`src/sv/meu_pkg.sv`:
```
// Package: shared types and constants of the modular exponentiation core.
`timescale 1ns / 1ps
package meu_pkg;

  // Modulus after reset.
  localparam logic [63:0] DEFAULT_MODULUS = 64'd1000000007;

  // Opcodes of an input transaction.
  localparam logic OP_POWER   = 1'b0;
  localparam logic OP_INVERSE = 1'b1;

  // Sequencer states.
  typedef enum logic [2:0] {
    ST_IDLE,    // wait for a transaction
    ST_REDUCE,  // reduce the base by the modulus, one bit a cycle
    ST_NEXT,    // pick the next product or finish
    ST_DBL,     // product: double the partial sum
    ST_ADD,     // product: add the multiplicand
    ST_WB,      // write the product back
    ST_DONE     // hand the residue to the output register
  } state_t;

  // Datapath status seen by the sequencer.
  typedef struct packed {
    logic in_fire;     // input transaction taken this cycle
    logic zero_start;  // effective exponent zero or modulus zero
    logic exp_zero;    // no exponent bits left
    logic mul_bit;     // current multiplier bit
    logic out_free;    // output register can take a residue
  } status_t;

  // Sequencer controls to the datapath.
  typedef struct packed {
    state_t st;
    logic   last;      // last bit of the current pass
  } ctrl_t;

endpackage

```
`src/sv/meu_req_if.sv`:
```
// Interface: request channel carrying opcode, base and exponent.
`timescale 1ns / 1ps
interface meu_req_if #(
  parameter int OPERAND_BITS = 31
);
  logic                    valid;
  logic                    ready;
  logic                    opcode;
  logic [OPERAND_BITS-1:0] base;
  logic [OPERAND_BITS-1:0] exponent;

  modport source (output valid, output opcode, output base, output exponent, input ready);
  modport sink   (input valid, input opcode, input base, input exponent, output ready);
endinterface

```
`src/sv/meu_rsp_if.sv`:
```
// Interface: response channel carrying the residue.
`timescale 1ns / 1ps
interface meu_rsp_if #(
  parameter int OPERAND_BITS = 31
);
  logic                    valid;
  logic                    ready;
  logic [OPERAND_BITS-1:0] residue;

  modport source (output valid, output residue, input ready);
  modport sink   (input valid, input residue, output ready);
endinterface

```
`src/sv/modular_exponentiation_core.sv`:
```
// Top level: modular exponentiation core with request and response channels.
// Computes base^exponent mod modulus (opcode 0) or the Fermat inverse
// base^(modulus-2) mod modulus (opcode 1, meaningful for a prime modulus) by
// right-to-left square-and-multiply. An exponent of zero returns 1 and a
// modulus of zero with a nonzero exponent returns 0. Otherwise a transaction
// first reduces the base by the modulus bit by bit, then for each exponent
// bit up to the highest set one performs up to two modular products. All of
// this runs one step a cycle through a single shared modular add-and-subtract
// unit; the request channel is not ready while a transaction is in progress.
// The modulus register is written with cfg_we/cfg_wdata and must only change
// while the core is idle.
`timescale 1ns / 1ps
module modular_exponentiation_core #(
  parameter int OPERAND_BITS = 31
) (
  input  logic                    clk,
  input  logic                    rst,
  input  logic                    cfg_we,
  input  logic [OPERAND_BITS-1:0] cfg_wdata,
  meu_req_if.sink                 req,
  meu_rsp_if.source               rsp
);
  localparam int W = OPERAND_BITS;

  logic [W-1:0] modulus;
  logic [W-1:0] exp_r;     // remaining exponent bits
  logic [W-1:0] b_sh;      // multiplier bits, MSB first
  logic [W-1:0] mcand;     // multiplicand of the current product
  logic [W-1:0] acc;       // running result
  logic [W-1:0] pw;        // current power of the base
  logic [W-1:0] r;         // partial sum / work value
  logic         phase;     // 0: multiply step pending, 1: square next
  logic         tgt_sq;    // product goes to pw
  logic         out_valid;
  logic [W-1:0] out_res;

  logic [W-1:0]    eff_exp;
  logic            in_fire;
  logic            out_free;
  logic            do_mul;
  logic [W:0]      unit_in;
  logic [W-1:0]    unit_out;
  meu_pkg::status_t status;
  meu_pkg::ctrl_t   ctrl;

  assign in_fire  = req.valid && req.ready;
  assign out_free = !out_valid || rsp.ready;
  assign req.ready = (ctrl.st == meu_pkg::ST_IDLE);
  assign rsp.valid   = out_valid;
  assign rsp.residue = out_res;
  assign do_mul = !phase && exp_r[0];

  // Effective exponent: inverse uses modulus - 2, clamped at zero
  always_comb begin
    if (req.opcode == meu_pkg::OP_INVERSE) begin
      eff_exp = (modulus >= W'(2)) ? modulus - W'(2) : '0;
    end else begin
      eff_exp = req.exponent;
    end
  end

  assign status.in_fire    = in_fire;
  assign status.zero_start = (eff_exp == '0) || (modulus == '0);
  assign status.exp_zero   = (exp_r == '0);
  assign status.mul_bit    = b_sh[W-1];
  assign status.out_free   = out_free;

  // Operand select for the shared unit
  always_comb begin
    case (ctrl.st)
      meu_pkg::ST_REDUCE: unit_in = {r, b_sh[W-1]};
      meu_pkg::ST_DBL:    unit_in = {r, 1'b0};
      meu_pkg::ST_ADD:    unit_in = {1'b0, r} + {1'b0, mcand};
      default:            unit_in = {1'b0, r};
    endcase
  end

  meu_modadd #(.OPERAND_BITS(W)) u_modadd (
    .sum     (unit_in),
    .modulus (modulus),
    .result  (unit_out)
  );

  meu_seq #(.OPERAND_BITS(W)) u_seq (
    .clk    (clk),
    .rst    (rst),
    .status (status),
    .ctrl   (ctrl)
  );

  // Modulus register
  always_ff @(posedge clk) begin
    if (rst) begin
      modulus <= meu_pkg::DEFAULT_MODULUS[W-1:0];
    end else if (cfg_we) begin
      modulus <= cfg_wdata;
    end
  end

  // Output register
  always_ff @(posedge clk) begin
    if (rst) begin
      out_valid <= 1'b0;
    end else if (ctrl.st == meu_pkg::ST_DONE && out_free) begin
      out_valid <= 1'b1;
    end else if (rsp.ready) begin
      out_valid <= 1'b0;
    end
  end

  always_ff @(posedge clk) begin
    if (ctrl.st == meu_pkg::ST_DONE && out_free) begin
      out_res <= r;
    end
  end

  // Datapath registers
  always_ff @(posedge clk) begin
    case (ctrl.st)
      meu_pkg::ST_IDLE: begin
        if (in_fire) begin
          b_sh  <= req.base;
          exp_r <= eff_exp;
          r     <= (eff_exp == '0) ? W'(1) : '0;
        end
      end
      meu_pkg::ST_REDUCE: begin
        r    <= unit_out;
        b_sh <= b_sh << 1;
        if (ctrl.last) begin
          pw    <= unit_out;
          acc   <= (modulus == W'(1)) ? '0 : W'(1);
          phase <= 1'b0;
        end
      end
      meu_pkg::ST_NEXT: begin
        if (exp_r == '0) begin
          r <= acc;
        end else begin
          mcand  <= pw;
          b_sh   <= do_mul ? acc : pw;
          tgt_sq <= !do_mul;
          r      <= '0;
        end
      end
      meu_pkg::ST_DBL: begin
        r <= unit_out;
        if (!b_sh[W-1]) b_sh <= b_sh << 1;
      end
      meu_pkg::ST_ADD: begin
        r    <= unit_out;
        b_sh <= b_sh << 1;
      end
      meu_pkg::ST_WB: begin
        if (tgt_sq) begin
          pw    <= r;
          exp_r <= exp_r >> 1;
          phase <= 1'b0;
        end else begin
          acc   <= r;
          phase <= 1'b1;
        end
      end
      default: begin
        r <= r;
      end
    endcase
  end
endmodule

```
`src/sv/meu_modadd.sv`:
```
// Shared modular add unit: reduces a value below twice the modulus.
`timescale 1ns / 1ps
module meu_modadd #(
  parameter int OPERAND_BITS = 31
) (
  input  logic [OPERAND_BITS:0]   sum,
  input  logic [OPERAND_BITS-1:0] modulus,
  output logic [OPERAND_BITS-1:0] result
);
  logic [OPERAND_BITS:0] diff;
  logic                  ge;

  // Compare and subtract once
  always_comb begin
    ge   = sum >= {1'b0, modulus};
    diff = sum - {1'b0, modulus};
    result = ge ? diff[OPERAND_BITS-1:0] : sum[OPERAND_BITS-1:0];
  end
endmodule

```
`src/sv/meu_seq.sv`:
```
// Sequencer: state machine and bit counter of the exponentiation core.
`timescale 1ns / 1ps
module meu_seq #(
  parameter int OPERAND_BITS = 31
) (
  input  logic             clk,
  input  logic             rst,
  input  meu_pkg::status_t status,
  output meu_pkg::ctrl_t   ctrl
);
  localparam int CW = $clog2(OPERAND_BITS);

  meu_pkg::state_t state, state_next;
  logic [CW-1:0]   cnt, cnt_next;
  logic            last;

  assign last = (cnt == '0);

  // Next state
  always_comb begin
    state_next = state;
    case (state)
      meu_pkg::ST_IDLE: begin
        if (status.in_fire) begin
          state_next = status.zero_start ? meu_pkg::ST_DONE : meu_pkg::ST_REDUCE;
        end
      end
      meu_pkg::ST_REDUCE: begin
        if (last) state_next = meu_pkg::ST_NEXT;
      end
      meu_pkg::ST_NEXT: begin
        state_next = status.exp_zero ? meu_pkg::ST_DONE : meu_pkg::ST_DBL;
      end
      meu_pkg::ST_DBL: begin
        if (status.mul_bit) state_next = meu_pkg::ST_ADD;
        else if (last) state_next = meu_pkg::ST_WB;
      end
      meu_pkg::ST_ADD: begin
        state_next = last ? meu_pkg::ST_WB : meu_pkg::ST_DBL;
      end
      meu_pkg::ST_WB: begin
        state_next = meu_pkg::ST_NEXT;
      end
      meu_pkg::ST_DONE: begin
        if (status.out_free) state_next = meu_pkg::ST_IDLE;
      end
      default: state_next = meu_pkg::ST_IDLE;
    endcase
  end

  // Bit counter: load per pass, count down per finished bit
  always_comb begin
    cnt_next = cnt;
    case (state)
      meu_pkg::ST_IDLE:   cnt_next = CW'(OPERAND_BITS - 1);
      meu_pkg::ST_NEXT:   cnt_next = CW'(OPERAND_BITS - 1);
      meu_pkg::ST_REDUCE: if (!last) cnt_next = cnt - 1'b1;
      meu_pkg::ST_DBL:    if (!status.mul_bit && !last) cnt_next = cnt - 1'b1;
      meu_pkg::ST_ADD:    if (!last) cnt_next = cnt - 1'b1;
      default:            cnt_next = cnt;
    endcase
  end

  // Outputs
  always_comb begin
    ctrl.st   = state;
    ctrl.last = last;
  end

  always_ff @(posedge clk) begin
    if (rst) begin
      state <= meu_pkg::ST_IDLE;
      cnt   <= '0;
    end else begin
      state <= state_next;
      cnt   <= cnt_next;
    end
  end
endmodule

```
`src/flat_wrapper.sv`:
```
// flat-port wrapper written by rule: the top's interface ports become plain ports
module modular_exponentiation_core_flat 
#(
  parameter int OPERAND_BITS = 31
)
  (clk, rst, cfg_we, cfg_wdata, req_valid, req_opcode, req_base, req_exponent, req_ready, rsp_valid, rsp_residue, rsp_ready);
  meu_req_if #(.OPERAND_BITS(OPERAND_BITS)) req_i ();
  meu_rsp_if #(.OPERAND_BITS(OPERAND_BITS)) rsp_i ();
  input  logic clk;
  input  logic rst;
  input  logic cfg_we;
  input  logic [OPERAND_BITS-1:0] cfg_wdata;
  input wire logic [$bits(req_i.valid)-1:0] req_valid;
  input wire logic [$bits(req_i.opcode)-1:0] req_opcode;
  input wire logic [$bits(req_i.base)-1:0] req_base;
  input wire logic [$bits(req_i.exponent)-1:0] req_exponent;
  output wire logic [$bits(req_i.ready)-1:0] req_ready;
  output wire logic [$bits(rsp_i.valid)-1:0] rsp_valid;
  output wire logic [$bits(rsp_i.residue)-1:0] rsp_residue;
  input wire logic [$bits(rsp_i.ready)-1:0] rsp_ready;
  assign req_i.valid = req_valid;
  assign req_i.opcode = req_opcode;
  assign req_i.base = req_base;
  assign req_i.exponent = req_exponent;
  assign req_ready = req_i.ready;
  assign rsp_valid = rsp_i.valid;
  assign rsp_residue = rsp_i.residue;
  assign rsp_i.ready = rsp_ready;
  modular_exponentiation_core #(.OPERAND_BITS(OPERAND_BITS)) u_core (.clk(clk), .rst(rst), .cfg_we(cfg_we), .cfg_wdata(cfg_wdata), .req(req_i), .rsp(rsp_i));
endmodule
```
`config.mk`:
```
export PLATFORM = sky130hd
export DESIGN_NAME = modular_exponentiation_core_flat
export DESIGN_NICKNAME = d
export VERILOG_FILES = /design/src/sv/meu_pkg.sv /design/src/sv/meu_req_if.sv /design/src/sv/meu_rsp_if.sv /design/src/sv/modular_exponentiation_core.sv /design/src/sv/meu_modadd.sv /design/src/sv/meu_seq.sv /design/src/flat_wrapper.sv
export SDC_FILE = /design/constraint.sdc
export NUM_CORES = 1
export LEC_CHECK = 0
export BUFFER_PORTS_ARGS = -buffer_cell sky130_fd_sc_hd__buf_2
export CAP_MARGIN = 20
export CORE_MARGIN = 3
export CORE_UTILIZATION = 54
export DETAILED_ROUTE_END_ITERATION = 8
export HOLD_SLACK_MARGIN = 0.12
export PLACE_DENSITY = 0.73
export SYNTH_ARGS = -nofsm -noshare
export SYNTH_HDL_FRONTEND = slang
export SYNTH_SLANG_ARGS = --single-unit
```
`constraint.sdc`:
```
create_clock -name clk -period 6.5 [get_ports clk]
set_input_delay 0.65 -clock clk [delete_from_list [all_inputs] [get_ports clk]]
set_output_delay 0.65 -clock clk [all_outputs]
set_load 0.05 [all_outputs]
```
==> metrics.cfg <==
[sta]
hold_viol_final=0
hold_slack_ns=0.313
timing.final.crit_period_ns=6.09
rsz0062_at_grt=false
fmax_ghz=0.164
finClkSkew_ns=0.0267
period_share=0.936
timing.final.ws_setup_ns=0.413
finalSetupViolCount=0
relSlewSlack=0.297
tightest_slew_ns=1.06
tns_ns=0
finalMaxSlewViolations=0

[setup_path]
start_kind=register
crit_path_top_delay_cell=a221oi_1
critPathKind=reg -> reg
crit_chain=ha_1 > a21o_1 > a221o_1 > a21oi_2 > a21oi_1 > a221oi_1 > mux2i_1 > nand2_1 > ha_1 > nand2_1 > o21ai_0 > a221oi_1 > or2_2 > a31oi_1 > or2_1 > buf_4 > mux2_1 > mux2_2
cp-end-kind=register
cpPeakStageDelay_ns=0.53
crit_required_ns=6.81
crit_buf_inv=1
path_max_fanout=26
crit_family=compound AO/OA/AOI/OAI gates
arrival_ns=6.39

[clocking]
cts_setup_buffers=0
clock_latency_ns=0.57
htree_levels=1
cts-root-buf=clkbuf_16
clkSinkCount=259
numCtsBuffers=29
cts_buffer_depth=3
cts_tree=done
clk_pin_slew_worst_paths_ns=0.06
postCtsHoldBufs=0
post_cts_resized=0

[synth]
synth-seq-cells=259
netlist_instances=1702
synth_top_family_by_area=compound AO/OA/AOI/OAI gates
synthArstFlopShare=0
yosysMostFrequentCell=edfxtp_1
synth_common_cells=edfxtp_1 (219), nand2_1 (194), nor2_1 (174)
avgSynthCellArea_um2=9.42
synth.distinct_cells=81
synth_area_mm2=0.0160
ys.flop_type=edfxtp_1
yosysWarningCount=0
synthDominantCellAreaShare=0.410
yosys-top-cells-area=edfxtp_1 (41%), dfxtp_1 (5.0%), ha_1 (5.0%), nand2_1 (4.5%), a21oi_1 (4.4%)
synth_fa_ha_area_frac=0.0525
synth-seq-area-share=0.460
syn-num-nets=1867
synth_mux_area_frac=0.0360
yosysTopAreaCell=edfxtp_1
synth_enable_flop_cells=219
yosys.area_share.simple=0.183
synth-xor-area-share=0.0322
synth-compound-area-share=0.199

[final_layout]
n_antenna_cell=0
drive_gt1_frac=0.136
fillers=2533
area.growth.synth_to_final_pct=12.5
final-seq-area_mm2=0.00738
design_area_mm2=0.0180
final_net_count=1967
multi_input_comb_area_mm2=0.00811

[status]
status=finished, final reports clean

[grt]
antenna_found_initial=0
grt_overflow=0
grt_pass1_vias=13400
grt_max_degree=78
grt_pass1_wl_mm=76.3
track_usage=0.308

[power_and_ir_drop]
sw_frac_of_total=0.430
power_density_mw_per_mm2=464
pwr-share-comb=0.488
vdd_drop_max_mv=0.220
p_seq_frac=0.320
p_leak_nw=7.15
p_sw_mw=3.60
clkPwrFrac=0.192
p_int_mw=4.77

[placed_design]
dpl_worst_slack_ns=0.414
dp_hpwl_mm=35.6
postPlaceCellArea_mm2=0.0171
place_congestion=0.974
port_buffers=131

[worst_hold_path]
holdCritPathClass=in -> reg

[floorplan]
die_h_um=178
die-area_mm2=0.0318
fp.coreArea_mm2=0.0290
std_cell_rows=62
floorplan.initialDensity=0.552
top_level_ports=132
die_x_um=178

[route]
dr.pass1.iters=6
drtAntennaViolNets=0
vias=14200
avgRoutedWirePerCell_um=22.5
totalWireLength_mm=49.7
route.detailed.drc=0
viasPerCell=6.41
first_iter_violations=1853

[flow_run]
max_cap_viol_count=0

-- layer usage --
layer	vias up	global-route usage	wire, um
met3	102	0.0364	4160
met5	-	0	0
met2	733	0.496	22700
met4	0	0.0782	1450
li1	6548	-	-
met1	6787	0.447	21400
-- cell usage in the layout (no fill, tap or decap), drive strengths merged, types with 19 or more instances in the layout --
master / n
a21o: 25
a21oi: 142
a22oi: 24
a31oi: 42
and2: 38
and3: 23
buf: 161
clkbuf: 31
clkinv: 19
dfxtp: 40
edfxtp: 219
ha: 64
inv: 60
mux2i: 43
nand2: 194
nand3: 34
nand4: 19
nor2: 174
nor3: 37
o211ai: 34
o21ai: 111
xnor2: 38
xor2: 21
-- worst paths after layout --
path	from	endpoint	slack, ns	cells past startpoint
hold reg to reg	u_core.pw[29]	u_core.mcand[29]	0.45	0
setup reg to reg	u_core.r[6]	u_core.pw[23]	0.41	18
setup / recovery	u_core.r[6]	u_core.pw[23]	0.41	18
hold / removal	cfg_wdata[9]	u_core.modulus[9]	0.31	3
-- cell type report --
| cell class | instances | share of cell area |
|---|---|---|
| well taps | 384 | 0.0267 |
| flip-flops and latches | 259 | 0.409 |
| repair buffers | 161 | 0.0496 |
| inverters | 61 | 0.0127 |
| clock inverters | 23 | 0.0108 |
| multi-input cells | 1290 | 0.450 |
| clock buffers | 31 | 0.0407 |
-- registers in the layout, summed over array words and instances (netlist names), 3 cells and up --
name	count
u_core.acc	31
u_core.b_sh	31
u_core.exp_r	31
u_core.mcand	31
u_core.modulus	31
u_core.pw	31
u_core.r	31
u_core.rsp.residue	31
u_core.u_seq.cnt	5
u_core.u_seq.state	3
-- tightest hold or removal path, delay by kind of cell --
family,cells,cell delay (ns)
simple gates,1,0.05
buf+inv,1,0.07
compound gates,1,0.06
-- through the flow --
stage | power [mW] | utilization | instances
4_1_cts | 8.29 | 0.621 | 2209
2_1_floorplan | 5.46 | - | 1702
5_1_grt | 8.83 | 0.621 | 2209
6_report | 8.37 | 0.621 | 2209
3_5_place_dp | 6.66 | 0.589 | 2155
3_3_place_gp | 6.60 | 0.589 | 2154
-- kinds of logic after synthesis --
logic type | Yosys count
flip-flops | 259
AND/OR/NAND/NOR | 610
AO/OA/AOI/OAI | 499
XOR/XNOR | 59
adder cells (fa/ha/maj) | 66
buffers and inverters | 153
multiplexers | 56
-- power groups by stage --
stage	sequential, mW	clock, mW	combinational (mW)
floorplan	2.59	0	2.87
global placement	2.68	0	3.91
detailed placement	2.70	0	3.97
CTS	2.67	1.62	4.00
global route	2.71	1.69	4.43
finish	2.68	1.60	4.08
Note: power is estimated with default switching activity, not from simulation.
